**src/bqf_pkg.sv**
```systemverilog
`default_nettype none

package bqf_pkg;

    // Field widths
    localparam int SAMPLE_BITS = 16;
    localparam int COEF_BITS   = 18;
    localparam int PROD_BITS   = SAMPLE_BITS + COEF_BITS;
    // Five products summed: three guard bits
    localparam int ACC_BITS    = PROD_BITS + 3;
    localparam int STEP_BITS   = $clog2(SAMPLE_BITS);

    // Register port
    localparam int APB_DATA_BITS = 32;
    localparam int APB_ADDR_BITS = 5;
    localparam int REG_IDX_BITS  = APB_ADDR_BITS - 2;

    // Register indexes
    localparam logic [REG_IDX_BITS-1:0] REG_B0 = 3'd0;
    localparam logic [REG_IDX_BITS-1:0] REG_B1 = 3'd1;
    localparam logic [REG_IDX_BITS-1:0] REG_B2 = 3'd2;
    localparam logic [REG_IDX_BITS-1:0] REG_A0 = 3'd3;
    localparam logic [REG_IDX_BITS-1:0] REG_A1 = 3'd4;
    localparam logic [REG_IDX_BITS-1:0] REG_A2 = 3'd5;

    // Coefficient reset values (Q4.14)
    localparam logic signed [COEF_BITS-1:0] COEF_ONE  = COEF_BITS'(16384);
    localparam logic signed [COEF_BITS-1:0] COEF_ZERO = '0;

    // Multiply-accumulate term order
    localparam logic [2:0] TERM_B0   = 3'd0;
    localparam logic [2:0] TERM_B1   = 3'd1;
    localparam logic [2:0] TERM_B2   = 3'd2;
    localparam logic [2:0] TERM_A1   = 3'd3;
    localparam logic [2:0] TERM_A2   = 3'd4;
    localparam logic [2:0] TERM_LAST = 3'd5;

    // Output limits
    localparam logic signed [SAMPLE_BITS-1:0] SAMPLE_MAX = {1'b0, {(SAMPLE_BITS-1){1'b1}}};
    localparam logic signed [SAMPLE_BITS-1:0] SAMPLE_MIN = {1'b1, {(SAMPLE_BITS-1){1'b0}}};
    localparam logic [SAMPLE_BITS-1:0]        NEG_LIM_MAG = {1'b1, {(SAMPLE_BITS-1){1'b0}}};

    typedef struct packed {
        logic signed [COEF_BITS-1:0] b0;
        logic signed [COEF_BITS-1:0] b1;
        logic signed [COEF_BITS-1:0] b2;
        logic signed [COEF_BITS-1:0] a0;
        logic signed [COEF_BITS-1:0] a1;
        logic signed [COEF_BITS-1:0] a2;
    } t_coefs;

    typedef struct packed {
        logic                   done;
        logic                   ovf;
        logic [SAMPLE_BITS-1:0] quotient;
    } t_div_sts;

    typedef enum logic [2:0] {
        ST_IDLE,
        ST_MAC,
        ST_ABS,
        ST_DIV,
        ST_DONE
    } t_state;

    typedef enum logic [1:0] {
        DV_IDLE,
        DV_CHECK,
        DV_RUN
    } t_div_state;

endpackage

`default_nettype wire

```
**src/biquad_iir_filter.sv**
```systemverilog
`default_nettype none

// Direct form I biquad: y = (b0*x + b1*x1 + b2*x2 - a1*y1 - a2*y2) / a0, with Q1.15 samples
// and Q4.14 coefficients written over the APB-style port (b0, b1, b2, a0, a1, a2 at byte
// addresses 0x00..0x14). The sum is kept exact, divided by a0 with truncation toward zero and
// saturated to 16 bits; clipped flags saturation. With a0 zero the output is 0 and
// divide_fault is set. block_start clears the input and output history before its sample.
// One item at a time. The multiply-accumulate steps run the five terms through the shared
// 16x18 multiplier plus the last add; then the signs are taken, the divider spends one range
// check, 16 serial steps and a done step, and the output register is loaded. A quotient out
// of range skips the divider steps; with a0 zero the item goes straight to the output load.
// Input stall stays high while an item is in work and drops once the result is loaded, so
// the block takes no new sample before it is through with the last; a finished result waits
// in the output register until taken and holds off the loading of the next one.

module biquad_iir_filter
    import bqf_pkg::*;
(
    input  wire logic                          i_clk,
    input  wire logic                          i_rst_n,
    // Input channel
    input  wire logic                          i_in_valid,
    output logic                               o_in_stall,
    input  wire logic signed [SAMPLE_BITS-1:0] i_sample_in,
    input  wire logic                          i_block_start,
    // Output channel
    output logic                               o_out_valid,
    input  wire logic                          i_out_stall,
    output logic signed [SAMPLE_BITS-1:0]      o_sample_out,
    output logic                               o_clipped,
    output logic                               o_divide_fault,
    // Register port
    input  wire logic                          psel,
    input  wire logic                          penable,
    input  wire logic                          pwrite,
    input  wire logic [APB_ADDR_BITS-1:0]      paddr,
    input  wire logic [APB_DATA_BITS-1:0]      pwdata,
    output logic [APB_DATA_BITS-1:0]           prdata,
    output logic                               pready
);

    t_coefs                         s_coefs;
    t_div_sts                       s_div;
    t_state                         r_state;
    t_state                         n_state;

    logic [2:0]                     r_cnt;
    logic signed [SAMPLE_BITS-1:0]  r_x;
    logic signed [SAMPLE_BITS-1:0]  r_x1;
    logic signed [SAMPLE_BITS-1:0]  r_x2;
    logic signed [SAMPLE_BITS-1:0]  r_y1;
    logic signed [SAMPLE_BITS-1:0]  r_y2;
    logic signed [PROD_BITS-1:0]    r_prod;
    logic                           r_sub;
    logic signed [ACC_BITS-1:0]     r_acc;
    logic                           r_neg;
    logic signed [SAMPLE_BITS-1:0]  r_y;
    logic                           r_clip;
    logic                           r_fault;
    logic                           r_ovalid;
    logic signed [SAMPLE_BITS-1:0]  r_osample;
    logic                           r_oclip;
    logic                           r_ofault;

    logic                           s_accept;
    logic                           s_out_free;
    logic                           s_a0_zero;
    logic signed [COEF_BITS-1:0]    s_mcoef;
    logic signed [SAMPLE_BITS-1:0]  s_msmp;
    logic signed [ACC_BITS-1:0]     s_pext;
    logic [ACC_BITS-1:0]            s_acc_mag;
    logic [COEF_BITS-1:0]           s_a0_mag;
    logic                           s_div_start;
    logic                           s_res_neg;
    logic signed [SAMPLE_BITS-1:0]  s_res_y;
    logic                           s_res_clip;

    bqf_cfg u_cfg (
        .i_clk   (i_clk),
        .i_rst_n (i_rst_n),
        .psel    (psel),
        .penable (penable),
        .pwrite  (pwrite),
        .paddr   (paddr),
        .pwdata  (pwdata),
        .prdata  (prdata),
        .pready  (pready),
        .o_coefs (s_coefs)
    );

    assign s_accept    = i_in_valid && !o_in_stall;
    assign s_out_free  = !r_ovalid || !i_out_stall;
    assign s_a0_zero   = s_coefs.a0 == COEF_ZERO;
    assign s_div_start = r_state == ST_ABS;

    // Magnitudes for the divider
    assign s_acc_mag = r_acc[ACC_BITS-1] ? ACC_BITS'(-r_acc) : ACC_BITS'(r_acc);
    assign s_a0_mag  = s_coefs.a0[COEF_BITS-1] ? COEF_BITS'(-s_coefs.a0)
                                               : COEF_BITS'(s_coefs.a0);

    bqf_div u_div (
        .i_clk      (i_clk),
        .i_rst_n    (i_rst_n),
        .i_start    (s_div_start),
        .i_dividend (s_acc_mag),
        .i_divisor  (s_a0_mag),
        .o_sts      (s_div)
    );

    // Select the operands of the shared multiplier
    always_comb begin
        case (r_cnt)
            TERM_B0: begin s_mcoef = s_coefs.b0; s_msmp = r_x;  end
            TERM_B1: begin s_mcoef = s_coefs.b1; s_msmp = r_x1; end
            TERM_B2: begin s_mcoef = s_coefs.b2; s_msmp = r_x2; end
            TERM_A1: begin s_mcoef = s_coefs.a1; s_msmp = r_y1; end
            TERM_A2: begin s_mcoef = s_coefs.a2; s_msmp = r_y2; end
            default: begin s_mcoef = '0;         s_msmp = '0;   end
        endcase
    end

    assign s_pext = ACC_BITS'(r_prod);

    // Sign and saturate the quotient
    always_comb begin
        s_res_neg  = r_neg && (s_div.ovf || (s_div.quotient != '0));
        s_res_clip = 1'b0;
        if (s_div.ovf) begin
            s_res_clip = 1'b1;
            s_res_y    = s_res_neg ? SAMPLE_MIN : SAMPLE_MAX;
        end else if (s_res_neg) begin
            if (s_div.quotient > NEG_LIM_MAG) begin
                s_res_clip = 1'b1;
                s_res_y    = SAMPLE_MIN;
            end else begin
                s_res_y = SAMPLE_BITS'(-s_div.quotient);
            end
        end else begin
            if (s_div.quotient > SAMPLE_BITS'(SAMPLE_MAX)) begin
                s_res_clip = 1'b1;
                s_res_y    = SAMPLE_MAX;
            end else begin
                s_res_y = s_div.quotient;
            end
        end
    end

    // Sequencer
    always_ff @(posedge i_clk) begin
        if (!i_rst_n) begin
            r_state <= ST_IDLE;
        end else begin
            r_state <= n_state;
        end
    end

    always_comb begin
        n_state = r_state;
        unique case (r_state)
            ST_IDLE: begin
                if (s_accept) n_state = s_a0_zero ? ST_DONE : ST_MAC;
            end
            ST_MAC:  if (r_cnt == TERM_LAST) n_state = ST_ABS;
            ST_ABS:  n_state = ST_DIV;
            ST_DIV:  if (s_div.done) n_state = ST_DONE;
            ST_DONE: if (s_out_free) n_state = ST_IDLE;
            default: n_state = ST_IDLE;
        endcase
    end

    assign o_in_stall = r_state != ST_IDLE;

    // History: clear on reset and block start, shift when the result leaves
    always_ff @(posedge i_clk) begin
        if (!i_rst_n) begin
            r_x1 <= '0;
            r_x2 <= '0;
            r_y1 <= '0;
            r_y2 <= '0;
        end else if (r_state == ST_IDLE && s_accept && i_block_start) begin
            r_x1 <= '0;
            r_x2 <= '0;
            r_y1 <= '0;
            r_y2 <= '0;
        end else if (r_state == ST_DONE && s_out_free) begin
            r_x2 <= r_x1;
            r_x1 <= r_x;
            r_y2 <= r_y1;
            r_y1 <= r_y;
        end
    end

    // Datapath: multiply one term a cycle, add the registered product the next
    always_ff @(posedge i_clk) begin
        case (r_state)
            ST_IDLE: begin
                if (s_accept) begin
                    r_x     <= i_sample_in;
                    r_cnt   <= TERM_B0;
                    r_acc   <= '0;
                    r_y     <= '0;
                    r_clip  <= 1'b0;
                    r_fault <= s_a0_zero;
                end
            end
            ST_MAC: begin
                if (r_cnt != TERM_B0) begin
                    r_acc <= r_sub ? r_acc - s_pext : r_acc + s_pext;
                end
                r_prod <= s_mcoef * s_msmp;
                r_sub  <= r_cnt >= TERM_A1;
                r_cnt  <= r_cnt + 1'b1;
            end
            ST_ABS: begin
                r_neg <= r_acc[ACC_BITS-1] ^ s_coefs.a0[COEF_BITS-1];
            end
            ST_DIV: begin
                if (s_div.done) begin
                    r_y    <= s_res_y;
                    r_clip <= s_res_clip;
                end
            end
            default: ;
        endcase
    end

    // Output register: hold until taken, load when free
    always_ff @(posedge i_clk) begin
        if (!i_rst_n) begin
            r_ovalid <= 1'b0;
        end else if (r_state == ST_DONE && s_out_free) begin
            r_ovalid <= 1'b1;
        end else if (r_ovalid && !i_out_stall) begin
            r_ovalid <= 1'b0;
        end
    end

    always_ff @(posedge i_clk) begin
        if (r_state == ST_DONE && s_out_free) begin
            r_osample <= r_y;
            r_oclip   <= r_clip;
            r_ofault  <= r_fault;
        end
    end

    assign o_out_valid    = r_ovalid;
    assign o_sample_out   = r_osample;
    assign o_clipped      = r_oclip;
    assign o_divide_fault = r_ofault;

    // A zero divisor gives a plain zero result
    a_fault_zero: assert property (@(posedge i_clk) disable iff (!i_rst_n)
        o_out_valid && o_divide_fault |-> (o_sample_out == '0) && !o_clipped)
        else $error("divide fault result not zero");

    // A clipped result sits at one of the limits
    a_clip_limit: assert property (@(posedge i_clk) disable iff (!i_rst_n)
        o_out_valid && o_clipped |-> (o_sample_out == SAMPLE_MAX) || (o_sample_out == SAMPLE_MIN))
        else $error("clipped result not at a limit");

    // Busy right after an item is taken
    a_busy_after_accept: assert property (@(posedge i_clk) disable iff (!i_rst_n)
        s_accept |=> o_in_stall)
        else $error("input not stalled after accept");

    // The divider only finishes while the sequencer waits on it
    a_div_done_state: assert property (@(posedge i_clk) disable iff (!i_rst_n)
        s_div.done |-> r_state == ST_DIV)
        else $error("divider done outside divide state");

endmodule

`default_nettype wire

```
**src/bqf_cfg.sv**
```systemverilog
`default_nettype none

module bqf_cfg
    import bqf_pkg::*;
(
    input  wire logic                     i_clk,
    input  wire logic                     i_rst_n,
    input  wire logic                     psel,
    input  wire logic                     penable,
    input  wire logic                     pwrite,
    input  wire logic [APB_ADDR_BITS-1:0] paddr,
    input  wire logic [APB_DATA_BITS-1:0] pwdata,
    output logic      [APB_DATA_BITS-1:0] prdata,
    output logic                          pready,
    output t_coefs                        o_coefs
);

    t_coefs                    r_coefs;
    logic [REG_IDX_BITS-1:0]   s_idx;
    logic                      s_wr;
    logic signed [COEF_BITS-1:0] s_wval;
    logic signed [COEF_BITS-1:0] s_rval;

    assign s_idx  = paddr[APB_ADDR_BITS-1:2];
    assign s_wr   = psel && penable && pwrite;
    assign s_wval = pwdata[COEF_BITS-1:0];
    assign pready = 1'b1;

    // Write coefficient registers; ignore addresses past the list
    always_ff @(posedge i_clk) begin
        if (!i_rst_n) begin
            r_coefs.b0 <= COEF_ONE;
            r_coefs.b1 <= COEF_ZERO;
            r_coefs.b2 <= COEF_ZERO;
            r_coefs.a0 <= COEF_ONE;
            r_coefs.a1 <= COEF_ZERO;
            r_coefs.a2 <= COEF_ZERO;
        end else if (s_wr) begin
            unique case (s_idx)
                REG_B0:  r_coefs.b0 <= s_wval;
                REG_B1:  r_coefs.b1 <= s_wval;
                REG_B2:  r_coefs.b2 <= s_wval;
                REG_A0:  r_coefs.a0 <= s_wval;
                REG_A1:  r_coefs.a1 <= s_wval;
                REG_A2:  r_coefs.a2 <= s_wval;
                default: ;
            endcase
        end
    end

    // Read back, sign-extended
    always_comb begin
        unique case (s_idx)
            REG_B0:  s_rval = r_coefs.b0;
            REG_B1:  s_rval = r_coefs.b1;
            REG_B2:  s_rval = r_coefs.b2;
            REG_A0:  s_rval = r_coefs.a0;
            REG_A1:  s_rval = r_coefs.a1;
            REG_A2:  s_rval = r_coefs.a2;
            default: s_rval = '0;
        endcase
    end

    assign prdata  = APB_DATA_BITS'(s_rval);
    assign o_coefs = r_coefs;

endmodule

`default_nettype wire

```
**src/bqf_div.sv**
```systemverilog
`default_nettype none

module bqf_div
    import bqf_pkg::*;
(
    input  wire logic                 i_clk,
    input  wire logic                 i_rst_n,
    input  wire logic                 i_start,
    input  wire logic [ACC_BITS-1:0]  i_dividend,
    input  wire logic [COEF_BITS-1:0] i_divisor,
    output t_div_sts                  o_sts
);

    t_div_state             r_state;
    t_div_state             n_state;
    logic [ACC_BITS-1:0]    r_rem;
    logic [ACC_BITS-1:0]    r_dsh;
    logic [SAMPLE_BITS-1:0] r_quo;
    logic [STEP_BITS-1:0]   r_step;
    logic                   r_done;
    logic                   r_ovf;
    logic                   s_big;
    logic                   s_fit;
    logic                   s_last;

    // Quotient needs more than SAMPLE_BITS bits when dividend >= divisor << SAMPLE_BITS
    assign s_big  = {1'b0, r_rem} >= {r_dsh, 1'b0};
    assign s_fit  = r_rem >= r_dsh;
    assign s_last = r_step == STEP_BITS'(SAMPLE_BITS - 1);

    always_ff @(posedge i_clk) begin
        if (!i_rst_n) begin
            r_state <= DV_IDLE;
        end else begin
            r_state <= n_state;
        end
    end

    always_comb begin
        n_state = r_state;
        unique case (r_state)
            DV_IDLE:  if (i_start) n_state = DV_CHECK;
            DV_CHECK: n_state = s_big ? DV_IDLE : DV_RUN;
            DV_RUN:   if (s_last) n_state = DV_IDLE;
            default:  n_state = DV_IDLE;
        endcase
    end

    // Done is a one-cycle pulse
    always_ff @(posedge i_clk) begin
        if (!i_rst_n) begin
            r_done <= 1'b0;
        end else begin
            r_done <= ((r_state == DV_CHECK) && s_big) || ((r_state == DV_RUN) && s_last);
        end
    end

    // Restoring division, one quotient bit per cycle
    always_ff @(posedge i_clk) begin
        case (r_state)
            DV_IDLE: begin
                if (i_start) begin
                    r_rem <= i_dividend;
                    r_dsh <= ACC_BITS'(i_divisor) << (SAMPLE_BITS - 1);
                end
            end
            DV_CHECK: begin
                r_ovf  <= s_big;
                r_quo  <= '0;
                r_step <= '0;
            end
            DV_RUN: begin
                if (s_fit) begin
                    r_rem <= r_rem - r_dsh;
                end
                r_quo  <= {r_quo[SAMPLE_BITS-2:0], s_fit};
                r_dsh  <= r_dsh >> 1;
                r_step <= r_step + 1'b1;
            end
            default: ;
        endcase
    end

    assign o_sts.done     = r_done;
    assign o_sts.ovf      = r_ovf;
    assign o_sts.quotient = r_quo;

endmodule

`default_nettype wire
```
**config.mk**
```make
export PLATFORM = sky130hd
export DESIGN_NAME = biquad_iir_filter
export DESIGN_NICKNAME = d
export VERILOG_FILES = /design/src/bqf_pkg.sv /design/src/biquad_iir_filter.sv /design/src/bqf_cfg.sv /design/src/bqf_div.sv
export SDC_FILE = /design/constraint.sdc
export NUM_CORES = 2
export LEC_CHECK = 0
export BUFFER_PORTS_ARGS = -buffer_cell sky130_fd_sc_hd__buf_2
export CORE_ASPECT_RATIO = 1.5
export CORE_MARGIN = 4
export CORE_UTILIZATION = 39
export DETAILED_ROUTE_END_ITERATION = 12
export SLEW_MARGIN = 20
export SYNTH_ARGS = -nofsm -noshare
export SYNTH_HDL_FRONTEND = slang
export SYNTH_SLANG_ARGS = --single-unit
```
**constraint.sdc**
```tcl
create_clock -name i_clk -period 9.85 [get_ports i_clk]
set_clock_uncertainty 0.1 [all_clocks]
set_input_delay 1.97 -clock i_clk [delete_from_list [all_inputs] [get_ports i_clk]]
set_output_delay 1.97 -clock i_clk [all_outputs]
set_load 0.05 [all_outputs]
```
==> run metrics <==
final net count=4316; PD cells=179.2 nW/um^2; Remaining Overflow, GRT=0; Hold Crit Class=reg -> reg; Tmin final=8.750 ns; RSZ-0062 raised after global routing=no; ANT nets after route=0; share of the synthesized area in the top cell type=0.1955; Via density=5.501; DPL Wire Length=78.13 mm; CP most frequent cell=fa_1; Reg2Reg Capture Point=r_prod[31]$_DFFE_PP_; Synth top cells by count=nand2_1 (587), inv_1 (432), nor2_1 (314), fa_1 (293), edfxtp_1 (219); number of flops mapped to enable cells by yosys=219; io pins=114; I/O Buffers=96; final hold vios=0; Mapped Cells=3758; die width=247.8 microns; largest net degree at the start of global routing=109; Met2 Wirelength=52.45 mm; met3 routed WL=5.165 mm; RR Startpoint=r_cnt[0]$_SDFFCE_PN0P_; site row count=131; min-delay src=r_clip$_SDFFCE_PN0P_; clk sinks=398; Final GP Congestion=0.9180; worst reg-to-reg setup slack=1.10 ns; clk_lat worst skew=0.58 ns; Max FO, Critical Path=14; status=finished clean; Met1 Wirelength=38.68 mm; number of antenna violations at the first check in global routing=10; Startpoint Class=flop; syn nets=4312; hold_buf cts=0; Clock Tree Root=clkbuf_16; max-cap violations=0; WL/cell=20.73 microns; Synth area leaders=edfxtp_1 (20%), fa_1 (17%), dfxtp_1 (11%), ha_1 (7.4%), nand2_1 (6.5%); Primary FF master, synth=edfxtp_1; Highest Signal Layer=met5; DRT Wirelength=102.1 mm; count of final setup violators=0; asr flop ratio synth=0; Max transition margin=0.2996; Setup Buffers After CTS=0; max-slew violation count=0; Worst setup startpoint=r_cnt[0]$_SDFFCE_PN0P_; Worst VDD drop=156.5 uV; actual slew at the worst max-slew pin=1.051 ns; Post-route DRC=0; Die ar.=91130 sq um; Yosys top cell by area=edfxtp_1; Pleak=0.01522 uW; Clock Pin Slew Worst Setup and Hold Paths=0.06 ns; first-pass GRT wire length=156.4 mm; CTS tree=built; Fin Setup TNS=0 ns; post_cts resized=0; H-tree depth=2; total CTS buffers=42; synth warn=0; required time worst endpoint=10.06 ns; share of cells above drive strength 1=0.07222; synthesized area per cell=8.953 sq um; register bit total from synthesis=398; CP max-delay cell=a222oi_1; critical path capture point type=flop; die height=367.7 microns; via count=27110; Setup crit end=r_prod[31]$_DFFE_PP_; CP arrival=8.96 ns; maximum clock path buffer count=3; Post-Synthesis Cell Area=33650 sq um; final core utilization=0.4284; Area growth syn-to-layout=8.743%; Initial DRT Pass Iterations=7; post-synthesis sequential area ratio=0.3020; GRT Resource Usage Total=0.2211; WS Path Type=reg -> reg; fin crit share=0.8883; cell count of the worst reg-to-reg path=26; top achievable clock speed=114.3 MHz; count of different cell masters after synthesis=83; count leader, synth=nand2_1; crit-path max cell delay=0.63 ns; DRT iter0 DRCs=2124; Core Box Area=85400 sq um; vias in the first global route=27175; Initial Utilization=0.3940
registers in the layout (all words and copies together), names as in the netlist, 2 cells and up:
| signal | cells |
|---|---|
| r_y1 | 16 |
| u_div.r_dsh | 33 |
| r_state | 3 |
| u_div.r_state | 2 |
| u_div.r_quo | 16 |
| r_x2 | 16 |
| r_cnt | 3 |
| u_div.r_step | 4 |
| r_acc | 37 |
| r_prod | 34 |
| r_y | 16 |
| u_div.r_rem | 37 |
| o_sample_out | 16 |
| r_x1 | 16 |
| r_y2 | 16 |
| u_cfg.o_coefs | 108 |
| r_x | 16 |
layout by cell type, fill, tap and decap left out, drive strengths merged, types with 15 or more instances in the layout:
cell type / count
nand2: 587
inv: 433
nor2: 314
fa: 293
edfxtp: 219
ha: 200
a21oi: 189
dfxtp: 179
buf: 154
o21ai: 137
xnor2: 115
a21boi: 113
a22oi: 91
clkbuf: 63
xor2: 60
a21o: 59
nand3: 58
and2: 56
o21a: 47
nor3: 37
a222oi: 32
a31oi: 23
or3: 20
nor2b: 19
nand2b: 18
o211ai: 18
o31ai: 16
or2: 16
a211oi: 15
nand4: 15
nor4: 15
report_power, final:
part / internal, uW / leakage [uW] / switching (uW)
Sequential: 2030 / 0.00353 / 209
Combinational: 1030 / 0.0110 / 1710
Clock: 881 / 0.000652 / 686
Total: 3950 / 0.0152 / 2610
how the worst min path moves through the flow:
stage | endpoint | slack, ns | cells after the start
after global placement | o_clipped$_DFFE_PP_ | 0.31 | 0
after detailed placement | o_divide_fault$_DFFE_PP_ | 0.31 | 0
after global routing | o_divide_fault$_DFFE_PP_ | 0.34 | 0
final | o_clipped$_DFFE_PP_ | 0.32 | 0
after floorplan | o_clipped$_DFFE_PP_ | 0.30 | 0
after CTS | o_divide_fault$_DFFE_PP_ | 0.32 | 0
through the flow:
stage          std cells  cell area (sq um)  total power, uW  setup WS [ns]  hold slack (ns)
2_1_floorplan       3758              33650             4160          1.598           0.3003
5_1_grt             4926              36580             6943         0.6144           0.3388
6_report            4928              36590             6555          1.100           0.3241
4_1_cts             4924              36580             6588          1.076           0.3191
3_5_place_dp        4848              35250             5004          1.109           0.3056
3_3_place_gp        4848              35250             4979          1.165           0.3092
worst max-delay path: cells and delay by family (launching register included):
family / cells / cell delay, ns
DFF: 1 / 0.43
adders and majority gates: 9 / 4.04
AOI/OAI and AO/OA: 10 / 3.20
and+or+nand+nor: 2 / 0.21
buffers and inverters: 5 / 0.48
per-layer routing:
layer / GRT usage / up-vias
met2: 0.3958 / 750
met3: 0.02958 / 237
met1: 0.2559 / 13423
met5: 0 / -
li1: - / 12692
met4: 0.1129 / 8
area by class of cell:
class	instances	area, sq um
multi-input combinational	2734	21110
sequential	398	10160
timing repair buffer	154	940.9
antenna	4	10.01
clock buffer	63	1212
fill	8449	48810
inverter	432	1622
clock inverter	13	116.4
tap	1130	1414
cell families (layout without fill, tap and decap cells):
group                    after synthesis  after routing  share of synthesized area
other                                  1              5                  0.0001115
AO/OA/AOI/OAI                        826            826                     0.1648
adder cells (fa/ha/maj)              493            493                     0.2487
multiplexers                          16             16                   0.004983
flip-flops                           398            398                     0.3020
AND/OR/NAND/NOR                     1223           1223                     0.1611
XOR/XNOR                             175            175                    0.04555
buffers and inverters                626            662                    0.07274
No activity file was read; power rests on OpenSTA's default activity.
